**src/design/rtt_pkg.sv**
```systemverilog
`timescale 1ns / 1ps

package rtt_pkg;

  typedef enum logic [1:0] {
    OP_SEND  = 2'd0,
    OP_ACK   = 2'd1,
    OP_TICK  = 2'd2,
    OP_HEARD = 2'd3
  } op_e;

  typedef enum logic [2:0] {
    K_QUEUED    = 3'd0,
    K_FULL      = 3'd1,
    K_ACKED     = 3'd2,
    K_UNMATCHED = 3'd3,
    K_RESEND    = 3'd4,
    K_FAILED    = 3'd5,
    K_SELF      = 3'd6,
    K_DONE      = 3'd7
  } kind_e;

  // Configuration register indexes.
  localparam logic [2:0] CFG_SELF_ID    = 3'd0;
  localparam logic [2:0] CFG_DATA_WAIT  = 3'd1;
  localparam logic [2:0] CFG_DATA_TRIES = 3'd2;
  localparam logic [2:0] CFG_PING_WAIT  = 3'd3;
  localparam logic [2:0] CFG_PING_TRIES = 3'd4;

  typedef struct packed {
    logic        valid;
    logic [15:0] peer;
    logic [31:0] seq;
    logic        ping;
    logic [3:0]  sends;
    logic [7:0]  ticks;
  } entry_t;

  typedef struct packed {
    logic [15:0] self_id;
    logic [7:0]  data_wait;
    logic [3:0]  data_tries;
    logic [7:0]  ping_wait;
    logic [3:0]  ping_max;
  } cfg_t;

  // Outcome of one entry visit.
  typedef struct packed {
    logic   wr;     // write the updated entry back
    entry_t nxt;    // updated entry
    logic   emit;   // produce a result word from nxt
    kind_e  kind;
    logic   hit;    // ack matched this entry
    logic   found;  // send took this free slot
  } step_t;

endpackage

```
**src/design/rtt_slot_unit.sv**
```systemverilog
`timescale 1ns / 1ps

module rtt_slot_unit
  import rtt_pkg::*;
(
  input  op_e         op_i,
  input  logic [15:0] peer_i,
  input  logic [31:0] ack_id_i,
  input  logic        is_ping_i,
  input  logic [31:0] new_seq_i,
  input  cfg_t        cfg_i,
  input  entry_t      entry_i,
  output step_t       step_o
);

  logic [7:0] wait_lim;
  logic [3:0] try_lim;
  logic       peer_eq;

  assign wait_lim = entry_i.ping ? cfg_i.ping_wait : cfg_i.data_wait;
  assign try_lim  = entry_i.ping ? cfg_i.ping_max  : cfg_i.data_tries;
  assign peer_eq  = (entry_i.peer == peer_i);

  always_comb begin
    step_o       = '0;
    step_o.nxt   = entry_i;
    step_o.kind  = K_DONE;
    case (op_i)
      OP_SEND: begin
        if (!entry_i.valid) begin
          step_o.wr        = 1'b1;
          step_o.nxt.valid = 1'b1;
          step_o.nxt.peer  = peer_i;
          step_o.nxt.seq   = new_seq_i;
          step_o.nxt.ping  = is_ping_i;
          step_o.nxt.sends = 4'd1;
          step_o.nxt.ticks = 8'd0;
          step_o.emit      = 1'b1;
          step_o.kind      = K_QUEUED;
          step_o.found     = 1'b1;
        end
      end
      OP_ACK: begin
        if (entry_i.valid && peer_eq && (entry_i.seq == ack_id_i)) begin
          step_o.wr        = 1'b1;
          step_o.nxt.valid = 1'b0;
          step_o.hit       = 1'b1;
        end
      end
      OP_TICK: begin
        if (entry_i.valid) begin
          step_o.wr = 1'b1;
          if (entry_i.ticks < wait_lim) begin
            step_o.nxt.ticks = entry_i.ticks + 8'd1;
          end else if (entry_i.sends < try_lim) begin
            step_o.nxt.sends = entry_i.sends + 4'd1;
            step_o.nxt.ticks = 8'd0;
            step_o.emit      = 1'b1;
            step_o.kind      = K_RESEND;
          end else begin
            step_o.nxt.valid = 1'b0;
            step_o.emit      = 1'b1;
            step_o.kind      = (entry_i.peer == cfg_i.self_id) ? K_SELF : K_FAILED;
          end
        end
      end
      OP_HEARD: begin
        if (entry_i.valid && peer_eq) begin
          step_o.wr = 1'b1;
          if (entry_i.ping) begin
            step_o.nxt.valid = 1'b0;
          end else begin
            step_o.nxt.sends = 4'd1;
          end
        end
      end
      default: begin
        step_o.wr = 1'b0;
      end
    endcase
  end

endmodule

```
**src/design/retransmit_timeout_table.sv**
```systemverilog
`timescale 1ns / 1ps

// Retransmission timer table. Holds up to TABLE_DEPTH outstanding sends in a
// single-port-write, registered-read entry memory that one entry-update unit
// sweeps in slot order, one entry per cycle while no result word waits on a
// stalled output. Every op (send, ack, tick, heard-from) walks the table: a
// send stops at the lowest free slot, or runs through the whole table when it
// is full; ack, tick and heard-from always sweep the whole table. Input stall
// stays high for the whole sweep. After reset the block clears every table
// slot before it takes the first word; configuration writes are taken at any
// time but must only be issued while the block is idle. Results leave in
// ascending slot order, the last word of each input carries last_o.
module retransmit_timeout_table
  import rtt_pkg::*;
#(
  parameter int TABLE_DEPTH = 16
) (
  input  logic        clk_i,
  input  logic        rst_ni,

  input  logic        in_valid_i,
  output logic        in_stall_o,
  input  logic [1:0]  op_i,
  input  logic [15:0] peer_i,
  input  logic [31:0] ack_id_i,
  input  logic        is_ping_i,

  output logic        out_valid_o,
  input  logic        out_stall_i,
  output logic [2:0]  kind_o,
  output logic [15:0] peer_out_o,
  output logic [31:0] seq_out_o,
  output logic        last_o,

  input  logic        cfg_valid_i,
  output logic        cfg_ready_o,
  input  logic [2:0]  cfg_index_i,
  input  logic [15:0] cfg_data_i
);

  localparam int AW = $clog2(TABLE_DEPTH);
  localparam int CW = $clog2(TABLE_DEPTH + 1);
  localparam logic [CW-1:0] DEPTH_C  = CW'(TABLE_DEPTH);
  localparam logic [AW-1:0] LAST_IDX = AW'(TABLE_DEPTH - 1);

  typedef enum logic [1:0] {
    ST_CLEAR,
    ST_IDLE,
    ST_SWEEP,
    ST_FINISH
  } state_e;

  state_e        state_q, state_d;
  logic [CW-1:0] rd_idx_q, rd_idx_d;
  logic [AW-1:0] proc_idx_q, proc_idx_d;
  logic [AW-1:0] clr_idx_q, clr_idx_d;
  logic          pv_q, pv_d;
  op_e           op_q, op_d;
  logic [15:0]   peer_q, peer_d;
  logic [31:0]   ack_id_q, ack_id_d;
  logic          is_ping_q, is_ping_d;
  logic          hd_v_q, hd_v_d;
  logic [15:0]   hd_peer_q, hd_peer_d;
  logic [31:0]   hd_seq_q, hd_seq_d;
  logic [31:0]   next_seq_q, next_seq_d;
  cfg_t          cfg_q, cfg_d;
  logic          out_valid_q, out_valid_d;
  kind_e         out_kind_q, out_kind_d;
  logic [15:0]   out_peer_q, out_peer_d;
  logic [31:0]   out_seq_q, out_seq_d;
  logic          out_last_q, out_last_d;

  entry_t        mem [TABLE_DEPTH];
  entry_t        rd_q;
  logic          mem_we, mem_re;
  logic [AW-1:0] mem_wa, mem_ra;
  entry_t        mem_wd;

  logic          can_emit;
  logic [31:0]   new_seq;
  step_t         step;

  assign new_seq = next_seq_q + 32'd1;

  rtt_slot_unit u_slot (
    .op_i      (op_q),
    .peer_i    (peer_q),
    .ack_id_i  (ack_id_q),
    .is_ping_i (is_ping_q),
    .new_seq_i (new_seq),
    .cfg_i     (cfg_q),
    .entry_i   (rd_q),
    .step_o    (step)
  );

  assign can_emit    = !out_valid_q || !out_stall_i;
  assign in_stall_o  = (state_q != ST_IDLE);
  assign cfg_ready_o = 1'b1;
  assign out_valid_o = out_valid_q;
  assign kind_o      = out_kind_q;
  assign peer_out_o  = out_peer_q;
  assign seq_out_o   = out_seq_q;
  assign last_o      = out_last_q;

  always_comb begin
    state_d     = state_q;
    rd_idx_d    = rd_idx_q;
    proc_idx_d  = proc_idx_q;
    clr_idx_d   = clr_idx_q;
    pv_d        = pv_q;
    op_d        = op_q;
    peer_d      = peer_q;
    ack_id_d    = ack_id_q;
    is_ping_d   = is_ping_q;
    hd_v_d      = hd_v_q;
    hd_peer_d   = hd_peer_q;
    hd_seq_d    = hd_seq_q;
    next_seq_d  = next_seq_q;
    cfg_d       = cfg_q;
    out_valid_d = out_valid_q;
    out_kind_d  = out_kind_q;
    out_peer_d  = out_peer_q;
    out_seq_d   = out_seq_q;
    out_last_d  = out_last_q;
    mem_we      = 1'b0;
    mem_wa      = proc_idx_q;
    mem_wd      = step.nxt;
    mem_re      = 1'b0;
    mem_ra      = rd_idx_q[AW-1:0];

    if (out_valid_q && !out_stall_i) begin
      out_valid_d = 1'b0;
    end

    if (cfg_valid_i) begin
      case (cfg_index_i)
        CFG_SELF_ID:    cfg_d.self_id    = cfg_data_i;
        CFG_DATA_WAIT:  cfg_d.data_wait  = cfg_data_i[7:0];
        CFG_DATA_TRIES: cfg_d.data_tries = cfg_data_i[3:0];
        CFG_PING_WAIT:  cfg_d.ping_wait  = cfg_data_i[7:0];
        CFG_PING_TRIES: cfg_d.ping_max   = cfg_data_i[3:0];
        default: cfg_d = cfg_q;
      endcase
    end

    case (state_q)
      ST_CLEAR: begin
        mem_we = 1'b1;
        mem_wa = clr_idx_q;
        mem_wd = '0;
        if (clr_idx_q == LAST_IDX) begin
          state_d = ST_IDLE;
        end else begin
          clr_idx_d = clr_idx_q + AW'(1);
        end
      end
      ST_IDLE: begin
        if (in_valid_i) begin
          op_d      = op_e'(op_i);
          peer_d    = peer_i;
          ack_id_d  = ack_id_i;
          is_ping_d = is_ping_i;
          rd_idx_d  = '0;
          pv_d      = 1'b0;
          hd_v_d    = 1'b0;
          state_d   = ST_SWEEP;
        end
      end
      ST_SWEEP: begin
        // advance only when a result word could be taken this cycle
        if (can_emit) begin
          if (pv_q) begin
            mem_we = step.wr;
            if (step.hit) begin
              // hold the latest ack match so the final one can carry last
              if (hd_v_q) begin
                out_valid_d = 1'b1;
                out_kind_d  = K_ACKED;
                out_peer_d  = hd_peer_q;
                out_seq_d   = hd_seq_q;
                out_last_d  = 1'b0;
              end
              hd_v_d    = 1'b1;
              hd_peer_d = rd_q.peer;
              hd_seq_d  = rd_q.seq;
            end else if (step.emit) begin
              out_valid_d = 1'b1;
              out_kind_d  = step.kind;
              out_peer_d  = step.nxt.peer;
              out_seq_d   = step.nxt.seq;
              out_last_d  = step.found;
            end
            if (step.found) begin
              next_seq_d = new_seq;
            end
          end
          if (pv_q && step.found) begin
            pv_d    = 1'b0;
            state_d = ST_IDLE;
          end else if (rd_idx_q != DEPTH_C) begin
            mem_re     = 1'b1;
            proc_idx_d = rd_idx_q[AW-1:0];
            pv_d       = 1'b1;
            rd_idx_d   = rd_idx_q + CW'(1);
          end else begin
            pv_d    = 1'b0;
            state_d = ST_FINISH;
          end
        end
      end
      ST_FINISH: begin
        if (can_emit) begin
          out_valid_d = 1'b1;
          out_last_d  = 1'b1;
          out_seq_d   = '0;
          out_peer_d  = peer_q;
          case (op_q)
            OP_SEND: out_kind_d = K_FULL;
            OP_ACK: begin
              if (hd_v_q) begin
                out_kind_d = K_ACKED;
                out_peer_d = hd_peer_q;
                out_seq_d  = hd_seq_q;
              end else begin
                out_kind_d = K_UNMATCHED;
                out_seq_d  = ack_id_q;
              end
            end
            OP_TICK: begin
              out_kind_d = K_DONE;
              out_peer_d = '0;
            end
            OP_HEARD: out_kind_d = K_DONE;
            default: out_kind_d = K_DONE;
          endcase
          hd_v_d  = 1'b0;
          state_d = ST_IDLE;
        end
      end
      default: state_d = ST_IDLE;
    endcase
  end

  always_ff @(posedge clk_i or negedge rst_ni) begin
    if (!rst_ni) begin
      state_q          <= ST_CLEAR;
      rd_idx_q         <= '0;
      proc_idx_q       <= '0;
      clr_idx_q        <= '0;
      pv_q             <= 1'b0;
      op_q             <= OP_SEND;
      peer_q           <= '0;
      ack_id_q         <= '0;
      is_ping_q        <= 1'b0;
      hd_v_q           <= 1'b0;
      hd_peer_q        <= '0;
      hd_seq_q         <= '0;
      next_seq_q       <= '0;
      cfg_q.self_id    <= 16'd0;
      cfg_q.data_wait  <= 8'd10;
      cfg_q.data_tries <= 4'd4;
      cfg_q.ping_wait  <= 8'd20;
      cfg_q.ping_max   <= 4'd4;
      out_valid_q      <= 1'b0;
      out_kind_q       <= K_QUEUED;
      out_peer_q       <= '0;
      out_seq_q        <= '0;
      out_last_q       <= 1'b0;
    end else begin
      state_q     <= state_d;
      rd_idx_q    <= rd_idx_d;
      proc_idx_q  <= proc_idx_d;
      clr_idx_q   <= clr_idx_d;
      pv_q        <= pv_d;
      op_q        <= op_d;
      peer_q      <= peer_d;
      ack_id_q    <= ack_id_d;
      is_ping_q   <= is_ping_d;
      hd_v_q      <= hd_v_d;
      hd_peer_q   <= hd_peer_d;
      hd_seq_q    <= hd_seq_d;
      next_seq_q  <= next_seq_d;
      cfg_q       <= cfg_d;
      out_valid_q <= out_valid_d;
      out_kind_q  <= out_kind_d;
      out_peer_q  <= out_peer_d;
      out_seq_q   <= out_seq_d;
      out_last_q  <= out_last_d;
    end
  end

  always_ff @(posedge clk_i) begin
    if (mem_we) begin
      mem[mem_wa] <= mem_wd;
    end
    if (mem_re) begin
      rd_q <= mem[mem_ra];
    end
  end

`ifndef SYNTHESIS
  a_accept_stalls: assert property (@(posedge clk_i) disable iff (!rst_ni)
    in_valid_i && !in_stall_o |=> in_stall_o)
    else $error("accepted word did not start a sweep");

  a_idle_no_held: assert property (@(posedge clk_i) disable iff (!rst_ni)
    state_q == ST_IDLE |-> !hd_v_q)
    else $error("held ack match left over in idle");

  a_no_rw_clash: assert property (@(posedge clk_i) disable iff (!rst_ni)
    mem_we && mem_re |-> mem_wa != mem_ra)
    else $error("table read and write hit the same slot");

  a_single_last: assert property (@(posedge clk_i) disable iff (!rst_ni)
    out_valid_o && (kind_o == K_QUEUED || kind_o == K_FULL ||
                    kind_o == K_UNMATCHED || kind_o == K_DONE) |-> last_o)
    else $error("single or closing result without last");
`endif

endmodule
```
**config.mk**
```make
export PLATFORM = sky130hd
export DESIGN_NAME = retransmit_timeout_table
export DESIGN_NICKNAME = d
export VERILOG_FILES = /design/src/design/rtt_pkg.sv /design/src/design/rtt_slot_unit.sv /design/src/design/retransmit_timeout_table.sv
export SDC_FILE = /design/constraint.sdc
export NUM_CORES = 2
export LEC_CHECK = 0
export BUFFER_PORTS_ARGS = -buffer_cell sky130_fd_sc_hd__buf_2
export CAP_MARGIN = 15
export CORE_MARGIN = 1.5
export CORE_UTILIZATION = 60
export DETAILED_ROUTE_END_ITERATION = 16
export PLACE_DENSITY = 0.84
export SLEW_MARGIN = 40
export SYNTH_ARGS = -nofsm -noshare
export SYNTH_HDL_FRONTEND = slang
export SYNTH_HIERARCHICAL = 1
export SYNTH_SLANG_ARGS = --single-unit
```
**constraint.sdc**
```tcl
create_clock -name clk_i -period 5.65 [get_ports clk_i]
set_clock_uncertainty 0.05 [all_clocks]
set_input_delay 0.2825 -clock clk_i [delete_from_list [all_inputs] [get_ports clk_i]]
set_output_delay 0.2825 -clock clk_i [all_outputs]
set_load 0.01 [all_outputs]
```
==> flow_summary_export.csv <==
group,metric,value,unit
status,status,"complete, no violations",
detailed_routing,drc_errors,0,
worst_setup_path,r2r_end,"seq_out_o[25]",
global_routing,antenna_found_initial,13,
worst_setup_path,worstSetupEndpointType,"flip-flop",
clock_network,cts.clk_slew.worst_paths,0.06,ns
floorplanning,coreArea,89870,um2
placement,routabilityCongestion,0.9113,
worst_setup_path,crit-reg2reg-launch,"rd_q[12]",
global_routing,global_route.usage.total,30.28,%
timing,tns,0,ns
power,p_int,20.56,mW
timing,fin_crit,4.376,ns
detailed_routing,dr.pass1.iters,7,
worst_setup_path,critical_path_class,"flip-flop to flip-flop",
hold_path,hp-start,"cfg_index_i[0]",
final_layout,area_growth,12.66,%
final_layout,layout_commonest_cell,"edfxtp_1",
power,powerDensity,493.2,nW/um2
timing,worst_slew_pin_slew,0.8996,ns
yosys,synth_ff_type,"edfxtp_1",
timing,relSlewSlack,40.03,%
yosys,yosysWarnings,6,
global_routing,grt_pass1_vias,32710,
clock_network,cts_max_level,3,
power,leakage,21.29,nW
placement,port-buffer-count,128,
hold_path,min_path_type,"input pin to flip-flop",
yosys,synth_area,54370,um2
worst_setup_path,path_max_fanout,22,
power,power.share.clock,26.8,%
power,p_switching,9.651,mW
yosys,avgSynthCellArea,16.36,um2
yosys,synth_edf_count,1054,
yosys,syn_inst,3323,
final_layout,seqCellArea,37700,um2
final_layout,final_nets,3613,
final_layout,mostFrequentLayoutCells,"edfxtp_1, mux2i_1, nand2_1",
final_layout,fillers,5322,
floorplanning,start_util,60.49,%
worst_setup_path,ff2ff_path_depth,11,
placement,hpwl,79.46,mm
detailed_routing,dr_total_vias,32230,
global_routing,grt_pass1_wl,208.5,mm
flow_run,drv_cap,0,
timing,rsz0062_at_grt,"false",
power,p_total,30.21,mW
worst_setup_path,startpoint_type,"flip-flop",
timing,finalMaxSlewViolations,0,
floorplanning,io_pins,130,
power,ir_drop,0.0003373,V
global_routing,grt_start_max_net_pins,101,
timing,fin_crit_sh,77.46,%
yosys,ys_types,76,
final_layout,multiInputGateArea,16090,um2
clock_network,clock_latency,0.70,ns
worst_setup_path,reg2reg_slack,1.27,ns
floorplanning,die_w,304.0,um
worst_setup_path,crit_required,6.17,ns
timing,max_freq,228.5,MHz
timing,final-hold-violation-count,0,
detailed_routing,drtAntennaViolNets,0,
detailed_routing,wl,140.1,mm
placement,postPlaceCellArea,56490,um2
clock_network,post_cts_resized,0,
clock_network,numCtsBuffers,118,
detailed_routing,via_per_inst,6.725,
floorplanning,dieArea,92430,um2
global_routing,grt_overflow_total,0,
floorplanning,core.rowCount,110,
timing,setup_viol,0,
yosys,seq_area_frac_synth,69.32,%
clock_network,cts_tree,"done",
clock_network,cts_buffer_depth,3,
hold_path,hold_path_end,"cfg_q[13]",
clock_network,ctsRootBufferMaster,"clkbuf_16",
clock_network,post_cts_buffers,0,
yosys,synth_seq_cells,1295,
power,sequentialPowerShare,46.3,%
clock_network,cts_sinks,1295,
detailed_routing,routedWlPerCell,29.24,um
power,switching_share,31.95,%
yosys,syn_nets,3423,
final_layout,design_area,61250,um2
power,combPwrFrac,26.8,%
final_layout,drive_gt1_share,22.35,%
worst_setup_path,arrival,4.90,ns
yosys,async_flop_share,18.61,%
detailed_routing,drt_first_iter_violations,4163,
hold_path,min_path_cells,3,
floorplanning,die_h,304.0,um
## Yosys cell counts (44+ instances only)
library cell	number	area (um2)
edfxtp_1	1054	31650
mux2i_1	327	3273
nand2_1	274	1028
dfrtp_1	235	5881
mux2_2	189	2128
a221oi_1	124	1086
mux4_2	124	2793
o21ai_0	92	460.4
clkbuf_1	91	341.6
nor2b_1	85	531.8
buf_2	77	385.4
xnor2_1	68	595.6
a22oi_1	62	465.5
xor2_1	60	525.5
nor2_1	44	165.2
## what timing repair did
item	CTS	global route
hold endpoints to repair	166	0
setup endpoints to repair	0	0
hold buffers	69	0
## critical path, cell delays in order, from the launching register on
cell	delay, ns
edfxtp_1	0.90
mux2i_1	0.31
ha_1	0.30
nand4_1	0.17
nor2_1	0.16
o31ai_4	0.44
a21oi_1	0.17
mux2i_1	0.14
and2b_1	0.22
o21ai_4	0.57
buf_4	0.41
mux2_2	0.38
## cells by family after synthesis
logic type | after synthesis | share of synthesized area [%]
AND/OR/NAND/NOR | 609 | 5.684
AO/OA/AOI/OAI | 405 | 5.424
XOR/XNOR | 128 | 2.062
buffers and inverters | 216 | 1.763
multiplexers | 644 | 15.16
other | 1 | 0.006898
adder cells (fa/ha/maj) | 25 | 0.5753
flip-flops | 1295 | 69.32
## through the flow
stage          setup slack, ns  util [%]  hold slack (ns)  cells
6_report                 1.274     68.15          0.06509   4793
5_1_grt                  1.090     68.15          0.06704   4792
4_1_cts                  1.308     67.98          0.05934   4791
3_5_place_dp             1.324     62.85           0.2552   4499
3_3_place_gp             1.440     62.73           0.2535   4496
2_1_floorplan           0.7070         -         -0.06309   3323
## flip-flops by register name, indices dropped and copies added, names as in the netlist, 3 cells and up
name and count:
mem 992, ack_id_q 32, peer_out_o 16, hd_peer_q 16, kind_o 3, next_seq_q 32, clr_idx_q 4, cfg_q 40
proc_idx_q 4, rd_q 62, hd_seq_q 32, peer_q 16, rd_idx_q 5, seq_out_o 32
## worst max path at each step
stage	start	end	slack [ns]	cells past startpoint
after CTS	rd_q[12]	seq_out_o[15]	1.31	11
final	rd_q[12]	seq_out_o[25]	1.27	11
after global placement	rd_q[12]	seq_out_o[19]	1.44	11
after global routing	rd_q[12]	seq_out_o[26]	1.09	11
after floorplan	rd_q[45]	mem[6][0]	0.71	8
after detailed placement	rd_q[12]	seq_out_o[17]	1.32	11
## layer usage
metal	up-vias	global-route usage, %	part of all wire, %
met3	406	9.597	13
met2	2303	47.64	47
met4	2	12.88	4.3
met5	-	0.6202	0.032
li1	13380	-	-
met1	16140	39.07	35
## layout make-up
| class | count | area share [%] |
|---|---|---|
| Sequential cell | 1295 | 61.55 |
| Multi-Input combinational cell | 1812 | 26.27 |
| Clock buffer | 149 | 5.166 |
| Timing Repair Buffer | 261 | 3.211 |
| Tap cell | 1176 | 2.402 |
| Clock inverter | 74 | 1.232 |
| Inverter | 25 | 0.1593 |
| Antenna cell | 1 | 0.004085 |
## power groups by stage
stage / Clock, mW / Sequential (mW) / Combinational (mW)
floorplan: 0 / 13.9 / 4.98
CTS: 8.13 / 14.0 / 7.80
finish: 8.11 / 14.0 / 8.11
global route: 8.49 / 14.1 / 8.57
global placement: 0 / 14.0 / 7.34
detailed placement: 0 / 14.1 / 7.63
(Power assumes the default switching activity.)
